===== src/hw/rtl/i2cm_pkg.sv =====
// Shared types, constants and the pin decode function of the I2C register access master.
// No dependencies; imported by i2cm_wbuf and i2c_register_access_master.
package i2cm_pkg;

    localparam int MAX_BYTES_DEF = 16;

    localparam logic [7:0] DEV_ADDR_RST    = 8'h30;
    localparam logic [7:0] ACK_TIMEOUT_RST = 8'd250;

    // Register indexes on the configuration port.
    localparam logic REG_DEVICE_ADDR = 1'b0;
    localparam logic REG_ACK_TIMEOUT = 1'b1;

    typedef enum logic [1:0] {
        ACT_TICK  = 2'd0,
        ACT_READ  = 2'd1,
        ACT_WRITE = 2'd2,
        ACT_LOAD  = 2'd3
    } t_action;

    typedef enum logic [1:0] {
        STG_DEV  = 2'd0,
        STG_REG  = 2'd1,
        STG_DATA = 2'd2
    } t_stage;

    typedef enum logic [4:0] {
        PH_IDLE, PH_ST_A, PH_RS_A, PH_ST_B, PH_ST_C,
        PH_TX_SET, PH_TX_HIGH, PH_TX_LOW, PH_AK_LOW, PH_AK_POLL,
        PH_RX_LOW, PH_RX_HIGH, PH_MA_LOW, PH_MA_HIGH,
        PH_SP_A, PH_SP_B, PH_SP_C, PH_SP_D
    } t_phase;

    typedef struct packed {
        logic       scl_level;
        logic       sda_drive;
        logic       sda_output_enable;
        logic       read_valid;
        logic [7:0] read_byte;
        logic       read_last;
        logic       busy_res;
        logic       done_res;
        logic       status;
    } t_result;

    // Pin levels and flags for one phase. Received bytes and the done flag
    // appear only on tick items.
    function automatic t_result f_emit(t_phase ph, logic [7:0] shift, logic last,
                                       logic tick, logic [2:0] dly, logic failed);
        t_result r;
        r = '{scl_level: 1'b1, sda_drive: 1'b1, sda_output_enable: 1'b1,
              read_valid: 1'b0, read_byte: 8'd0, read_last: 1'b0,
              busy_res: 1'b0, done_res: 1'b0, status: 1'b0};
        unique case (ph)
            PH_RS_A, PH_TX_SET, PH_TX_LOW, PH_SP_A: begin
                r.scl_level = 1'b0;
            end
            PH_AK_LOW, PH_RX_LOW: begin
                r.scl_level         = 1'b0;
                r.sda_output_enable = 1'b0;
            end
            PH_AK_POLL, PH_RX_HIGH: begin
                r.sda_output_enable = 1'b0;
            end
            PH_MA_LOW: begin
                r.scl_level = 1'b0;
                r.sda_drive = last;
                if (tick && dly == 3'd2) begin
                    r.read_valid = 1'b1;
                    r.read_byte  = shift;
                    r.read_last  = last;
                end
            end
            PH_MA_HIGH: begin
                r.sda_drive = last;
            end
            PH_ST_C, PH_SP_C: begin
                r.sda_drive = 1'b0;
            end
            PH_SP_B: begin
                r.scl_level = 1'b0;
                r.sda_drive = 1'b0;
            end
            PH_SP_D: begin
                if (tick && dly <= 3'd1) begin
                    r.done_res = 1'b1;
                    r.status   = failed;
                end
            end
            default: begin
            end
        endcase
        if (ph == PH_TX_SET || ph == PH_TX_HIGH || ph == PH_TX_LOW) begin
            r.sda_drive = shift[7];
        end
        r.busy_res = (ph != PH_IDLE);
        return r;
    endfunction

endpackage


===== src/hw/rtl/i2cm_wbuf.sv =====
// Write data buffer of the I2C register access master: one write port, one registered read port.
// Depends on i2cm_pkg for the default depth.
module i2cm_wbuf
    import i2cm_pkg::*;
#(
    parameter int MAX_BYTES = MAX_BYTES_DEF,
    parameter int AW        = (MAX_BYTES > 1) ? $clog2(MAX_BYTES) : 1
) (
    input  logic          i_clk,
    input  logic          i_wr_en,
    input  logic [AW-1:0] i_wr_addr,
    input  logic [7:0]    i_wr_data,
    input  logic [AW-1:0] i_rd_addr,
    output logic [7:0]    o_rd_data
);

    logic [7:0] r_mem [MAX_BYTES];
    logic [7:0] r_rd_data;

    always_ff @(posedge i_clk) begin
        if (i_wr_en) begin
            r_mem[i_wr_addr] <= i_wr_data;
        end
    end

    // A write to the entry being read in the same cycle is forwarded.
    always_ff @(posedge i_clk) begin
        if (i_wr_en && i_wr_addr == i_rd_addr) begin
            r_rd_data <= i_wr_data;
        end else begin
            r_rd_data <= r_mem[i_rd_addr];
        end
    end

    assign o_rd_data = r_rd_data;

endmodule


===== src/hw/rtl/i2c_register_access_master.sv =====
// Top level of the I2C register access master: bus sequencer, configuration registers
// and output register. Depends on i2cm_pkg and i2cm_wbuf.
//
//   port group   handshake          contents
//   input item   i_valid / o_ready  i_action, i_sda_level, i_reg_addr, i_byte_count,
//                                   i_write_byte, i_buffer_slot
//   result item  o_valid / i_ready  o_scl_level ... o_status, one result per input item
//   config       psel/penable/...   device_address at 0x0, ack_timeout at 0x4
//
// A new item is accepted in every cycle the output register is empty or being drained.
// The write buffer is read ahead at the index the next acknowledge will need, so its
// registered read port never stalls a tick.
// Reset is synchronous and active low; it returns the sequencer to idle and restores the
// register defaults. A stall on the result side holds the input side through o_ready.
module i2c_register_access_master
    import i2cm_pkg::*;
#(
    parameter int MAX_BYTES = MAX_BYTES_DEF
) (
    input  logic        i_clk,
    input  logic        i_rst_n,

    input  logic        i_valid,
    output logic        o_ready,
    input  logic [1:0]  i_action,
    input  logic        i_sda_level,
    input  logic [7:0]  i_reg_addr,
    input  logic [4:0]  i_byte_count,
    input  logic [7:0]  i_write_byte,
    input  logic [3:0]  i_buffer_slot,

    output logic        o_valid,
    input  logic        i_ready,
    output logic        o_scl_level,
    output logic        o_sda_drive,
    output logic        o_sda_output_enable,
    output logic        o_read_valid,
    output logic [7:0]  o_read_byte,
    output logic        o_read_last,
    output logic        o_busy_res,
    output logic        o_done_res,
    output logic        o_status,

    input  logic        psel,
    input  logic        penable,
    input  logic        pwrite,
    input  logic [2:0]  paddr,
    input  logic [31:0] pwdata,
    output logic [31:0] prdata,
    output logic        pready
);

    localparam int AW = (MAX_BYTES > 1) ? $clog2(MAX_BYTES) : 1;
    localparam logic [8:0] MAX_B9 = 9'(MAX_BYTES);

    // Configuration registers.
    logic [7:0] r_dev_addr;
    logic [7:0] r_ack_timeout;
    logic       cfg_wr;

    assign pready = 1'b1;
    assign cfg_wr = psel && penable && pwrite;

    always_ff @(posedge i_clk) begin
        if (!i_rst_n) begin
            r_dev_addr    <= DEV_ADDR_RST;
            r_ack_timeout <= ACK_TIMEOUT_RST;
        end else if (cfg_wr) begin
            if (paddr[2] == REG_DEVICE_ADDR) begin
                r_dev_addr <= pwdata[7:0];
            end else begin
                r_ack_timeout <= pwdata[7:0];
            end
        end
    end

    always_comb begin
        if (paddr[2] == REG_ACK_TIMEOUT) begin
            prdata = {24'd0, r_ack_timeout};
        end else begin
            prdata = {24'd0, r_dev_addr};
        end
    end

    // Sequencer state.
    t_phase     r_phase, n_phase;
    logic [2:0] r_delay, n_delay;
    logic [3:0] r_bit,   n_bit;
    logic [7:0] r_shift, n_shift;
    logic [7:0] r_poll,  n_poll;
    logic [4:0] r_idx,   n_idx;
    logic [4:0] r_len,   n_len;
    logic [7:0] r_reg_addr, n_reg_addr;
    logic       r_is_read,  n_is_read;
    t_stage     r_stage,    n_stage;
    logic       r_failed,   n_failed;

    logic       in_acc;
    logic       out_acc;
    t_action    act;
    logic       is_tick;
    logic [7:0] rd_data;
    logic [8:0] rd_idx;
    logic [8:0] slot9;
    logic [4:0] cnt_sat;
    logic       wr_en;

    logic       r_out_valid;
    t_result    r_out;
    t_result    res;

    assign act     = t_action'(i_action);
    assign is_tick = (act == ACT_TICK);
    assign out_acc = r_out_valid && i_ready;
    assign o_ready = !r_out_valid || i_ready;
    assign in_acc  = i_valid && o_ready;

    assign slot9   = {5'd0, i_buffer_slot};
    assign wr_en   = in_acc && (act == ACT_LOAD) && (slot9 < MAX_B9);
    assign cnt_sat = ({4'd0, i_byte_count} > MAX_B9) ? MAX_B9[4:0] : i_byte_count;

    // Prefetch the entry the next acknowledge sends: slot 0 after the register address,
    // else the slot after the current one.
    assign rd_idx = (r_stage == STG_REG) ? 9'd0 : ({4'd0, r_idx} + 9'd1);

    i2cm_wbuf #(
        .MAX_BYTES (MAX_BYTES),
        .AW        (AW)
    ) u_wbuf (
        .i_clk     (i_clk),
        .i_wr_en   (wr_en),
        .i_wr_addr (slot9[AW-1:0]),
        .i_wr_data (i_write_byte),
        .i_rd_addr (rd_idx[AW-1:0]),
        .o_rd_data (rd_data)
    );

    // Next state.
    always_comb begin
        n_phase    = r_phase;
        n_delay    = r_delay;
        n_bit      = r_bit;
        n_shift    = r_shift;
        n_poll     = r_poll;
        n_idx      = r_idx;
        n_len      = r_len;
        n_reg_addr = r_reg_addr;
        n_is_read  = r_is_read;
        n_stage    = r_stage;
        n_failed   = r_failed;

        if (is_tick) begin
            if (r_phase == PH_AK_POLL) begin
                if (!i_sda_level) begin
                    n_poll = 8'd0;
                    unique case (r_stage)
                        STG_DEV: begin
                            n_stage = STG_REG;
                            n_shift = r_reg_addr;
                            n_bit   = 4'd0;
                            n_phase = PH_TX_SET;
                            n_delay = 3'd2;
                        end
                        STG_REG: begin
                            n_stage = STG_DATA;
                            n_idx   = 5'd0;
                            n_delay = 3'd2;
                            if (r_is_read) begin
                                n_phase = PH_RS_A;
                            end else if (r_len == 5'd0) begin
                                n_phase = PH_SP_A;
                            end else begin
                                n_shift = rd_data;
                                n_bit   = 4'd0;
                                n_phase = PH_TX_SET;
                            end
                        end
                        default: begin
                            n_delay = 3'd2;
                            if (r_is_read) begin
                                if (r_len == 5'd0) begin
                                    n_phase = PH_SP_A;
                                end else begin
                                    n_shift = 8'd0;
                                    n_bit   = 4'd0;
                                    n_phase = PH_RX_LOW;
                                end
                            end else begin
                                n_idx = r_idx + 5'd1;
                                if ({1'b0, r_idx} + 6'd1 < {1'b0, r_len}) begin
                                    n_shift = rd_data;
                                    n_bit   = 4'd0;
                                    n_phase = PH_TX_SET;
                                end else begin
                                    n_phase = PH_SP_A;
                                end
                            end
                        end
                    endcase
                end else if (r_poll >= r_ack_timeout) begin
                    n_failed = 1'b1;
                    n_phase  = PH_SP_A;
                    n_delay  = 3'd2;
                end else begin
                    n_poll = r_poll + 8'd1;
                end
            end else if (r_phase != PH_IDLE) begin
                if (r_phase == PH_RX_LOW && r_delay == 3'd2) begin
                    n_shift = {r_shift[6:0], i_sda_level};
                end
                if (r_delay > 3'd1) begin
                    n_delay = r_delay - 3'd1;
                end else begin
                    unique case (r_phase)
                        PH_ST_A, PH_RS_A: begin
                            n_phase = PH_ST_B;
                            n_delay = 3'd4;
                        end
                        PH_ST_B: begin
                            n_phase = PH_ST_C;
                            n_delay = 3'd4;
                        end
                        PH_ST_C: begin
                            n_shift = (r_stage == STG_DEV) ? r_dev_addr : (r_dev_addr + 8'd1);
                            n_bit   = 4'd0;
                            n_phase = PH_TX_SET;
                            n_delay = 3'd2;
                        end
                        PH_TX_SET: begin
                            n_phase = PH_TX_HIGH;
                            n_delay = 3'd2;
                        end
                        PH_TX_HIGH: begin
                            n_phase = PH_TX_LOW;
                            n_delay = 3'd2;
                        end
                        PH_TX_LOW: begin
                            n_shift = {r_shift[6:0], 1'b0};
                            n_bit   = r_bit + 4'd1;
                            if (r_bit + 4'd1 >= 4'd8) begin
                                n_phase = PH_AK_LOW;
                                n_delay = 3'd1;
                            end else begin
                                n_phase = PH_TX_SET;
                                n_delay = 3'd2;
                            end
                        end
                        PH_AK_LOW: begin
                            n_poll  = 8'd0;
                            n_phase = PH_AK_POLL;
                            n_delay = 3'd1;
                        end
                        PH_RX_LOW: begin
                            n_phase = PH_RX_HIGH;
                            n_delay = 3'd2;
                        end
                        PH_RX_HIGH: begin
                            n_bit   = r_bit + 4'd1;
                            n_delay = 3'd2;
                            n_phase = (r_bit + 4'd1 >= 4'd8) ? PH_MA_LOW : PH_RX_LOW;
                        end
                        PH_MA_LOW: begin
                            n_phase = PH_MA_HIGH;
                            n_delay = 3'd2;
                        end
                        PH_MA_HIGH: begin
                            n_idx   = r_idx + 5'd1;
                            n_delay = 3'd2;
                            if ({1'b0, r_idx} + 6'd1 < {1'b0, r_len}) begin
                                n_shift = 8'd0;
                                n_bit   = 4'd0;
                                n_phase = PH_RX_LOW;
                            end else begin
                                n_phase = PH_SP_A;
                            end
                        end
                        PH_SP_A: begin
                            n_phase = PH_SP_B;
                            n_delay = 3'd4;
                        end
                        PH_SP_B: begin
                            n_phase = PH_SP_C;
                            n_delay = 3'd2;
                        end
                        PH_SP_C: begin
                            n_phase = PH_SP_D;
                            n_delay = 3'd4;
                        end
                        default: begin
                            n_phase = PH_IDLE;
                            n_delay = 3'd0;
                        end
                    endcase
                end
            end
        end else if (act != ACT_LOAD && r_phase == PH_IDLE) begin
            n_reg_addr = i_reg_addr;
            n_len      = cnt_sat;
            n_is_read  = (act == ACT_READ);
            n_stage    = STG_DEV;
            n_idx      = 5'd0;
            n_poll     = 8'd0;
            n_failed   = 1'b0;
            n_bit      = 4'd0;
            n_shift    = 8'd0;
            n_phase    = PH_ST_A;
            n_delay    = 3'd2;
        end
    end

    // Result of the item: a tick shows the phase it spends, a command the phase it leads to.
    always_comb begin
        if (is_tick) begin
            res = f_emit(r_phase, r_shift, ({1'b0, r_idx} + 6'd1 >= {1'b0, r_len}),
                         1'b1, r_delay, r_failed);
        end else begin
            res = f_emit(n_phase, n_shift, ({1'b0, n_idx} + 6'd1 >= {1'b0, n_len}),
                         1'b0, n_delay, n_failed);
        end
    end

    always_ff @(posedge i_clk) begin
        if (!i_rst_n) begin
            r_phase    <= PH_IDLE;
            r_delay    <= 3'd0;
            r_bit      <= 4'd0;
            r_shift    <= 8'd0;
            r_poll     <= 8'd0;
            r_idx      <= 5'd0;
            r_len      <= 5'd0;
            r_reg_addr <= 8'd0;
            r_is_read  <= 1'b0;
            r_stage    <= STG_DEV;
            r_failed   <= 1'b0;
        end else if (in_acc) begin
            r_phase    <= n_phase;
            r_delay    <= n_delay;
            r_bit      <= n_bit;
            r_shift    <= n_shift;
            r_poll     <= n_poll;
            r_idx      <= n_idx;
            r_len      <= n_len;
            r_reg_addr <= n_reg_addr;
            r_is_read  <= n_is_read;
            r_stage    <= n_stage;
            r_failed   <= n_failed;
        end
    end

    always_ff @(posedge i_clk) begin
        if (!i_rst_n) begin
            r_out_valid <= 1'b0;
        end else if (in_acc) begin
            r_out_valid <= 1'b1;
        end else if (out_acc) begin
            r_out_valid <= 1'b0;
        end
    end

    always_ff @(posedge i_clk) begin
        if (in_acc) begin
            r_out <= res;
        end
    end

    assign o_valid             = r_out_valid;
    assign o_scl_level         = r_out.scl_level;
    assign o_sda_drive         = r_out.sda_drive;
    assign o_sda_output_enable = r_out.sda_output_enable;
    assign o_read_valid        = r_out.read_valid;
    assign o_read_byte         = r_out.read_byte;
    assign o_read_last         = r_out.read_last;
    assign o_busy_res          = r_out.busy_res;
    assign o_done_res          = r_out.done_res;
    assign o_status            = r_out.status;

    a_done_busy: assert property (@(posedge i_clk) disable iff (!i_rst_n)
        r_out_valid && r_out.done_res |-> r_out.busy_res)
        else $error("done reported outside a transfer");

    a_rx_scl_low: assert property (@(posedge i_clk) disable iff (!i_rst_n)
        r_out_valid && r_out.read_valid |-> !r_out.scl_level && r_out.sda_output_enable)
        else $error("received byte shown outside the acknowledge slot");

    a_bit_range: assert property (@(posedge i_clk) disable iff (!i_rst_n)
        r_bit <= 4'd8)
        else $error("bit counter overran a byte");

    a_idle_delay: assert property (@(posedge i_clk) disable iff (!i_rst_n)
        r_phase == PH_IDLE |-> r_delay == 3'd0)
        else $error("delay count left over in idle");

    a_poll_bound: assert property (@(posedge i_clk) disable iff (!i_rst_n)
        in_acc && is_tick && r_phase == PH_AK_POLL && i_sda_level
        && r_poll >= r_ack_timeout |=> r_phase == PH_SP_A && r_failed)
        else $error("acknowledge timeout did not start the stop");

endmodule

===== config.mk =====
export PLATFORM = sky130hd
export DESIGN_NAME = i2c_register_access_master
export DESIGN_NICKNAME = d
export VERILOG_FILES = /design/src/hw/rtl/i2cm_pkg.sv /design/src/hw/rtl/i2cm_wbuf.sv /design/src/hw/rtl/i2c_register_access_master.sv
export SDC_FILE = /design/constraint.sdc
export NUM_CORES = 1
export LEC_CHECK = 0
export BUFFER_PORTS_ARGS = -buffer_cell sky130_fd_sc_hd__buf_4
export CAP_MARGIN = 20
export CORE_ASPECT_RATIO = 1.75
export CORE_MARGIN = 10
export CORE_UTILIZATION = 60
export CTS_BUF_LIST = sky130_fd_sc_hd__clkbuf_16
export DETAILED_ROUTE_END_ITERATION = 16
export HOLD_SLACK_MARGIN = 0.06
export PLACE_DENSITY = 0.85
export SLEW_MARGIN = 20
export SYNTH_ARGS = -nofsm -noshare
export SYNTH_HDL_FRONTEND = slang
export SYNTH_SLANG_ARGS = --single-unit

===== constraint.sdc =====
create_clock -name i_clk -period 7.6 [get_ports i_clk]
set_clock_uncertainty 0.1 [all_clocks]
set_input_delay 0.38 -clock i_clk [delete_from_list [all_inputs] [get_ports i_clk]]
set_output_delay 0.38 -clock i_clk [all_outputs]
set_load 0.05 [all_outputs]

# Word level (Yosys, flattened, before mapping)
# Memories as Yosys holds them, arrays and structs flattened. A register that Yosys moved wholly into a read port is not among the register bits.
# Cells that the tools add are included.
[word_totals]
regBits = 83
latch_bits = 0
ramBits = 128
romBits = 0
in_bits = 70
elab_cells = 246
memories = 1
[mem_list]
columns = ["memory", "depth", "width", "rd", "rd_ports_with_merged_regs", "wr", "line_no", "rtl"]
rows = [
  ["u_wbuf.r_mem", 16, 8, 1, 1, 1, "i2cm_wbuf.sv:17", "logic [7:0] r_mem [MAX_BYTES];"],
]
[classes]
addsub = 8
mul = 0
n_div = 0
magnitude_cmp = 9
n_eq_ne = 52
shift = 0
mux = 103
bitwise_logic = 2
n_reduce_logical = 47
[op_table]
columns = ["op", "count"]
rows = [
  ["8-bit two-way mux", 23],
  ["5-bit two-way mux", 19],
  ["5-bit by 4-bit equality test with 1-bit output, second input constant", 16],
  ["5-bit case mux with 14 select lines", 1],
  ["4-bit two-way mux", 15],
  ["5-bit by 3-bit equality test with 1-bit output, second input constant", 8],
  ["3-bit two-way mux", 10],
  ["8-bit case mux with 3 select lines", 1],
  ["8-bit OR reduction", 3],
  ["10-bit two-way mux", 2],
  ["5-bit case mux with 2 select lines", 2],
  ["8-bit by 1-bit adder with 8-bit output, second input constant", 2],
  ["16-bit two-way mux", 1],
  ["8-bit case mux with 2 select lines", 1],
  ["5-bit by 2-bit equality test with 1-bit output, second input constant", 3],
  ["5-bit equality test, second input constant", 3],
  ["1-bit two-way mux", 15],
  ["2-bit two-way mux", 7],
  ["5-bit by 1-bit adder with 6-bit output, second input constant", 2],
  ["6-bit by 5-bit greater-or-equal comparator with 1-bit output", 2],
  ["4-bit != test, second input constant", 3],
  ["3-bit case mux with 4 select lines", 1],
  ["4-bit case mux with 3 select lines", 1],
  ["5-bit logical NOT", 2],
  ["43 further kinds", 78],
]

# Depth between registers and ports, before layout
[depth]
ltp_word = 13
depth_mapped = 19
ltp_nobuf = 17

# Cells and area by module
# Synthesis repeated with hierarchy kept, for this count alone.
[unflattened]
cells_unflattened = 1017
hier_area_um2 = 11329.6
[by_module_without_submodules]
columns = ["mod", "instances", "cells_each", "area_per_inst_um2"]
rows = [
  ["i2c_register_access_master", 1, 792, 6262.3],
  ["i2cm_wbuf", 1, 225, 5067.4],
]

# Worst setup path before layout
# No wires, ideal clock.
[synth_path]
kind = "flip-flop to flip-flop"
from = "reg r_out_valid (netlist: o_valid)"
to = "mem u_wbuf.r_mem[0][0] (enable)"
arrival_ns = 3.270
t_required_ns = 7.117
setup_slack_ns = 3.847
path_stages_with_launch = 8
period_less_slack_ns = 3.753
path_cell_list = "dfxtp_1 > nand2b_1 > nand2_1 > inv_1 > clkbuf_1 > nand3_1 > or3_1 > nor3_1"
[synth_between]
elab_chain_cells = 7
[synth_rtl]
columns = ["element", "line_no", "rtl"]
rows = [
  ["from (decl)", "i2c_register_access_master.sv:108", "logic r_out_valid;"],
  ["from (signal assigned)", "i2c_register_access_master.sv:352", "r_out_valid <= 1'b0;"],
  ["from (signal assigned)", "i2c_register_access_master.sv:354", "r_out_valid <= 1'b1;"],
  ["from (signal assigned)", "i2c_register_access_master.sv:356", "r_out_valid <= 1'b0;"],
  ["1-bit logical NOT", "i2c_register_access_master.sv:115", "assign o_ready = !r_out_valid || i_ready;"],
  ["1-bit logical OR", "i2c_register_access_master.sv:115", ""],
  ["net o_ready", "i2c_register_access_master.sv:24", "output logic o_ready,"],
  ["1-bit logical AND", "i2c_register_access_master.sv:116", "assign in_acc = i_valid && o_ready;"],
  ["net in_acc", "i2c_register_access_master.sv:98", "logic in_acc;"],
  ["1-bit logical AND (2 in a row)", "i2c_register_access_master.sv:119", "assign wr_en = in_acc && (act == ACT_LOAD) && (slot9 < MAX_B9);"],
  ["1-bit two-way mux", "i2cm_wbuf.sv:21", "if (i_wr_en) begin"],
  ["1-bit two-way mux (implied by the code)", "i2cm_wbuf.sv:22", "r_mem[i_wr_addr] <= i_wr_data;"],
  ["to (decl)", "i2cm_wbuf.sv:17", ""],
]
# The timed path passes the listed nets, and every way through them passes these cells.

==> results.py <==
metrics = {
    "sta": {
        "slew_viol_final": 0,
        "tightest_slew_ps": 984,
        "period_needed_ps": 4550,
        "max_freq_ghz": 0.220,
        "setup_viol": 0,
        "finalHoldViolCount": 0,
        "rsz0062_at_grt": "no",
        "fin_setup_tns_ps": 0,
        "finalHoldWorstSlack_ps": 75.3,
        "layout_setup_ws_ps": 3050,
        "fin_crit_sh": 0.599,
        "relSlewSlack": 0.339,
    },
    "cts": {
        "cts-root-buf": "clkbuf_16",
        "clock_sinks": 215,
        "h-tree-depth": 1,
        "post-cts-setup-buffers": 0,
        "cts_resized": 0,
        "cts_inserted_buffers": 21,
        "clock_latency_ps": 510,
        "clk_pin_slew_ps": 70,
        "cts_hold_buf": 16,
        "clock_tree.buffer_depth": 3,
        "cts_tree": "yes",
    },
    "status": {
        "status": "finished, final reports clean",
    },
    "setup_path": {
        "worstSetupEndpointType": "flop",
        "start_kind": "flop",
        "critical_path_required_ps": 7740,
        "cp_num_buf_inv": 0,
        "slowest_stage": "or4_4",
        "cp_top_family": "compound AO/OA/AOI/OAI gates",
        "arrival_ps": 4700,
        "worstPathCellList": "ha_1, nand3_1, xnor2_1, ha_1, and3_1, o21a_1, or4_4, a21oi_1, o22ai_1, o221ai_1, nand4_1, o21ai_0, a211oi_2",
        "critical_path_class": "reg -> reg",
        "crit_fanout": 10,
        "max_stage_delay_ps": 570,
        "crit_top_cell": "ha_1",
    },
    "placed_design": {
        "gp_congestion": 0.974,
        "post_dp_cell_area_sq_um": 11800,
        "dp_hpwl_um": 19900,
        "pre_cts_ws_ps": 3170,
        "portBuffers": 69,
    },
    "die": {
        "dieArea_sq_um": 24800,
        "ios": 121,
        "die_w_um": 123,
        "core_sq_um": 18500,
        "initial_utilization": 0.607,
        "num_rows": 66,
        "die_h_um": 201,
    },
    "routing": {
        "route.detailed.drc": 0,
        "num_vias": 8101,
        "avgViaCountPerCell": 6.19,
        "wl_per_cell_um": 21.0,
        "final_antenna_net_count": 0,
        "firstDrtPassIters": 5,
        "wl_um": 27500,
        "drt_first_iter_violations": 739,
    },
    "pwr": {
        "p_per_area_nw_per_um2": 203,
        "ir_worst_vdd_mv": 0.197,
        "power_leakage_uw": 0.00444,
    },
    "finish": {
        "design_area_sq_um": 12600,
        "final.fill_count": 1334,
        "final_layout_size_suffix_gt1_frac": 0.186,
        "area_growth_pct": 12.4,
        "num_antenna_cells": 0,
        "layout.nets": 1152,
    },
    "synth": {
        "synth_cells": 989,
        "seq_area_frac_synth": 0.512,
        "yosys_register_bits": 215,
        "synth_cell_type_count": 88,
        "synth_area_sq_um": 11200,
        "synthArstFlopShare": 0,
        "synth-edff-count": 144,
        "synthFlopType": "edfxtp_1",
        "ys_warn_count": 0,
        "avgSynthCellArea_sq_um": 11.4,
    },
    "global_routing": {
        "track_usage": 0.219,
        "grt_remaining_overflow": 0,
        "grt_pass1_wl_um": 43200,
        "antenna_found_initial": 0,
        "grt_pass1_vias": 8167,
        "grt_max_degree": 61,
    },
    "worst_hold_path": {
        "hp-class": "in -> reg",
    },
    "job": {
        "maxCapViolCount": 0,
    },
}
[flip-flops by register name, indices dropped and copies added, names as in the netlist, 2 cells and up, named ones only]
signal         count
o_read_byte        8
r_ack_timeout      8
r_bit              4
r_delay            3
r_dev_addr         8
r_idx              5
r_len              5
r_phase            5
r_poll             8
r_reg_addr         8
r_shift            8
r_stage            2
u_wbuf.r_mem     128
[path summary, 6_finish.rpt]
check             slack, ps                   to            start  depth (start not counted)
setup / recovery       3050          o_sda_drive         r_idx[0]                         13
hold / removal           80  u_wbuf.r_mem[15][5]  i_write_byte[5]                          1
setup reg to reg       3050          o_sda_drive         r_idx[0]                         13
hold reg to reg         370        r_reg_addr[2]    r_reg_addr[2]                          2
[metrics by stage]
stage,utilization,instances,total power [uW]
after CTS,0.682,1309,2570
after global routing,0.682,1309,2640
after detailed placement,0.637,1255,1550
final,0.682,1309,2560
after floorplan,-,1012,1480
after global placement,0.637,1255,1550
[layout by cell type, fill, tap and decap left out, types with 4 or more instances in the layout]
| cell type | count |
|---|---|
| a31oi_1 | 6 |
| and3_1 | 6 |
| nand2b_1 | 11 |
| a21boi_0 | 24 |
| o21ai_1 | 4 |
| a22oi_1 | 16 |
| edfxtp_1 | 144 |
| mux2i_1 | 17 |
| o21ai_0 | 38 |
| mux4_2 | 39 |
| and2_1 | 22 |
| a21oi_1 | 39 |
| clkbuf_16 | 21 |
| buf_4 | 81 |
| dlygate4sd3_1 | 16 |
| or2_2 | 4 |
| nor2_1 | 65 |
| mux2_2 | 9 |
| xnor2_1 | 14 |
| or3_1 | 5 |
| a211oi_1 | 4 |
| o21a_1 | 4 |
| dfxtp_1 | 70 |
| nand3b_1 | 8 |
| nor3_1 | 18 |
| nor2b_1 | 37 |
| nand3_1 | 19 |
| inv_1 | 34 |
| ha_1 | 26 |
| o211ai_1 | 9 |
| conb_1 | 25 |
| o22ai_1 | 14 |
| nand4_1 | 5 |
| clkinv_2 | 5 |
| xor2_1 | 13 |
| nand2_1 | 105 |
[layer usage]
layer | up-vias | global-route usage | share of wire
li1 | 3766 | - | -
met1 | 3936 | 0.228 | 0.35
met2 | 308 | 0.406 | 0.55
met3 | 91 | 0.0338 | 0.049
met4 | 0 | 0.105 | 0.044
met5 | - | 0 | 0
[synthesized netlist by cell type, types with 14 or more instances]
| cell type | n | share of area |
|---|---|---|
| a22oi_1 | 16 | 0.011 |
| nor2_1 | 65 | 0.022 |
| nor3_1 | 18 | 0.0080 |
| o22ai_1 | 14 | 0.0078 |
| and2_1 | 22 | 0.012 |
| buf_2 | 18 | 0.0080 |
| nand2_1 | 105 | 0.035 |
| mux4_2 | 39 | 0.078 |
| a21oi_1 | 39 | 0.017 |
| nor2b_1 | 37 | 0.021 |
| nand3_1 | 19 | 0.0085 |
| ha_1 | 26 | 0.029 |
| mux2i_1 | 17 | 0.015 |
| buf_4 | 27 | 0.018 |
| clkbuf_1 | 25 | 0.0084 |
| edfxtp_1 | 144 | 0.39 |
| inv_1 | 31 | 0.010 |
| o21ai_0 | 38 | 0.017 |
| dfxtp_1 | 71 | 0.13 |
| a21boi_0 | 24 | 0.016 |
| xnor2_1 | 14 | 0.011 |
[where the power goes]
group | leakage (uW) | total (uW) | internal (uW) | switching (uW)
Combinational | 0.00222 | 265 | 85.2 | 179
Sequential | 0.00188 | 1270 | 1260 | 10.3
Clock | 0.000344 | 1020 | 578 | 443
[worst reg2reg max path, delay by kind of cell (launching register included)]
| kind | cells | cell delay (ps) |
|---|---|---|
| xor gates and xnor gates | 1 | 380 |
| DFF | 1 | 520 |
| and+or+nand+nor | 4 | 1120 |
| adders and majority gates | 2 | 700 |
| AOI/OAI and AO/OA | 6 | 1500 |
[area by class of cell]
cell class	count	area, sq um	area share
inverter	33	124	0.00982
clock buffer	21	526	0.0416
sequential	215	5750	0.455
tap	238	298	0.0236
timing repair buffer	97	768	0.0609
clock inverter	17	146	0.0116
multi-input combinational	688	5010	0.397
[logic make-up after synthesis]
logic type | synth area share
multiplexers | 0.102
other | 0.000669
XOR/XNOR | 0.0225
buffers and inverters | 0.0495
flip-flops | 0.512
adder cells (fa/ha/maj) | 0.0290
AND/OR/NAND/NOR | 0.154
AO/OA/AOI/OAI | 0.130
(Power assumes the default switching activity.)
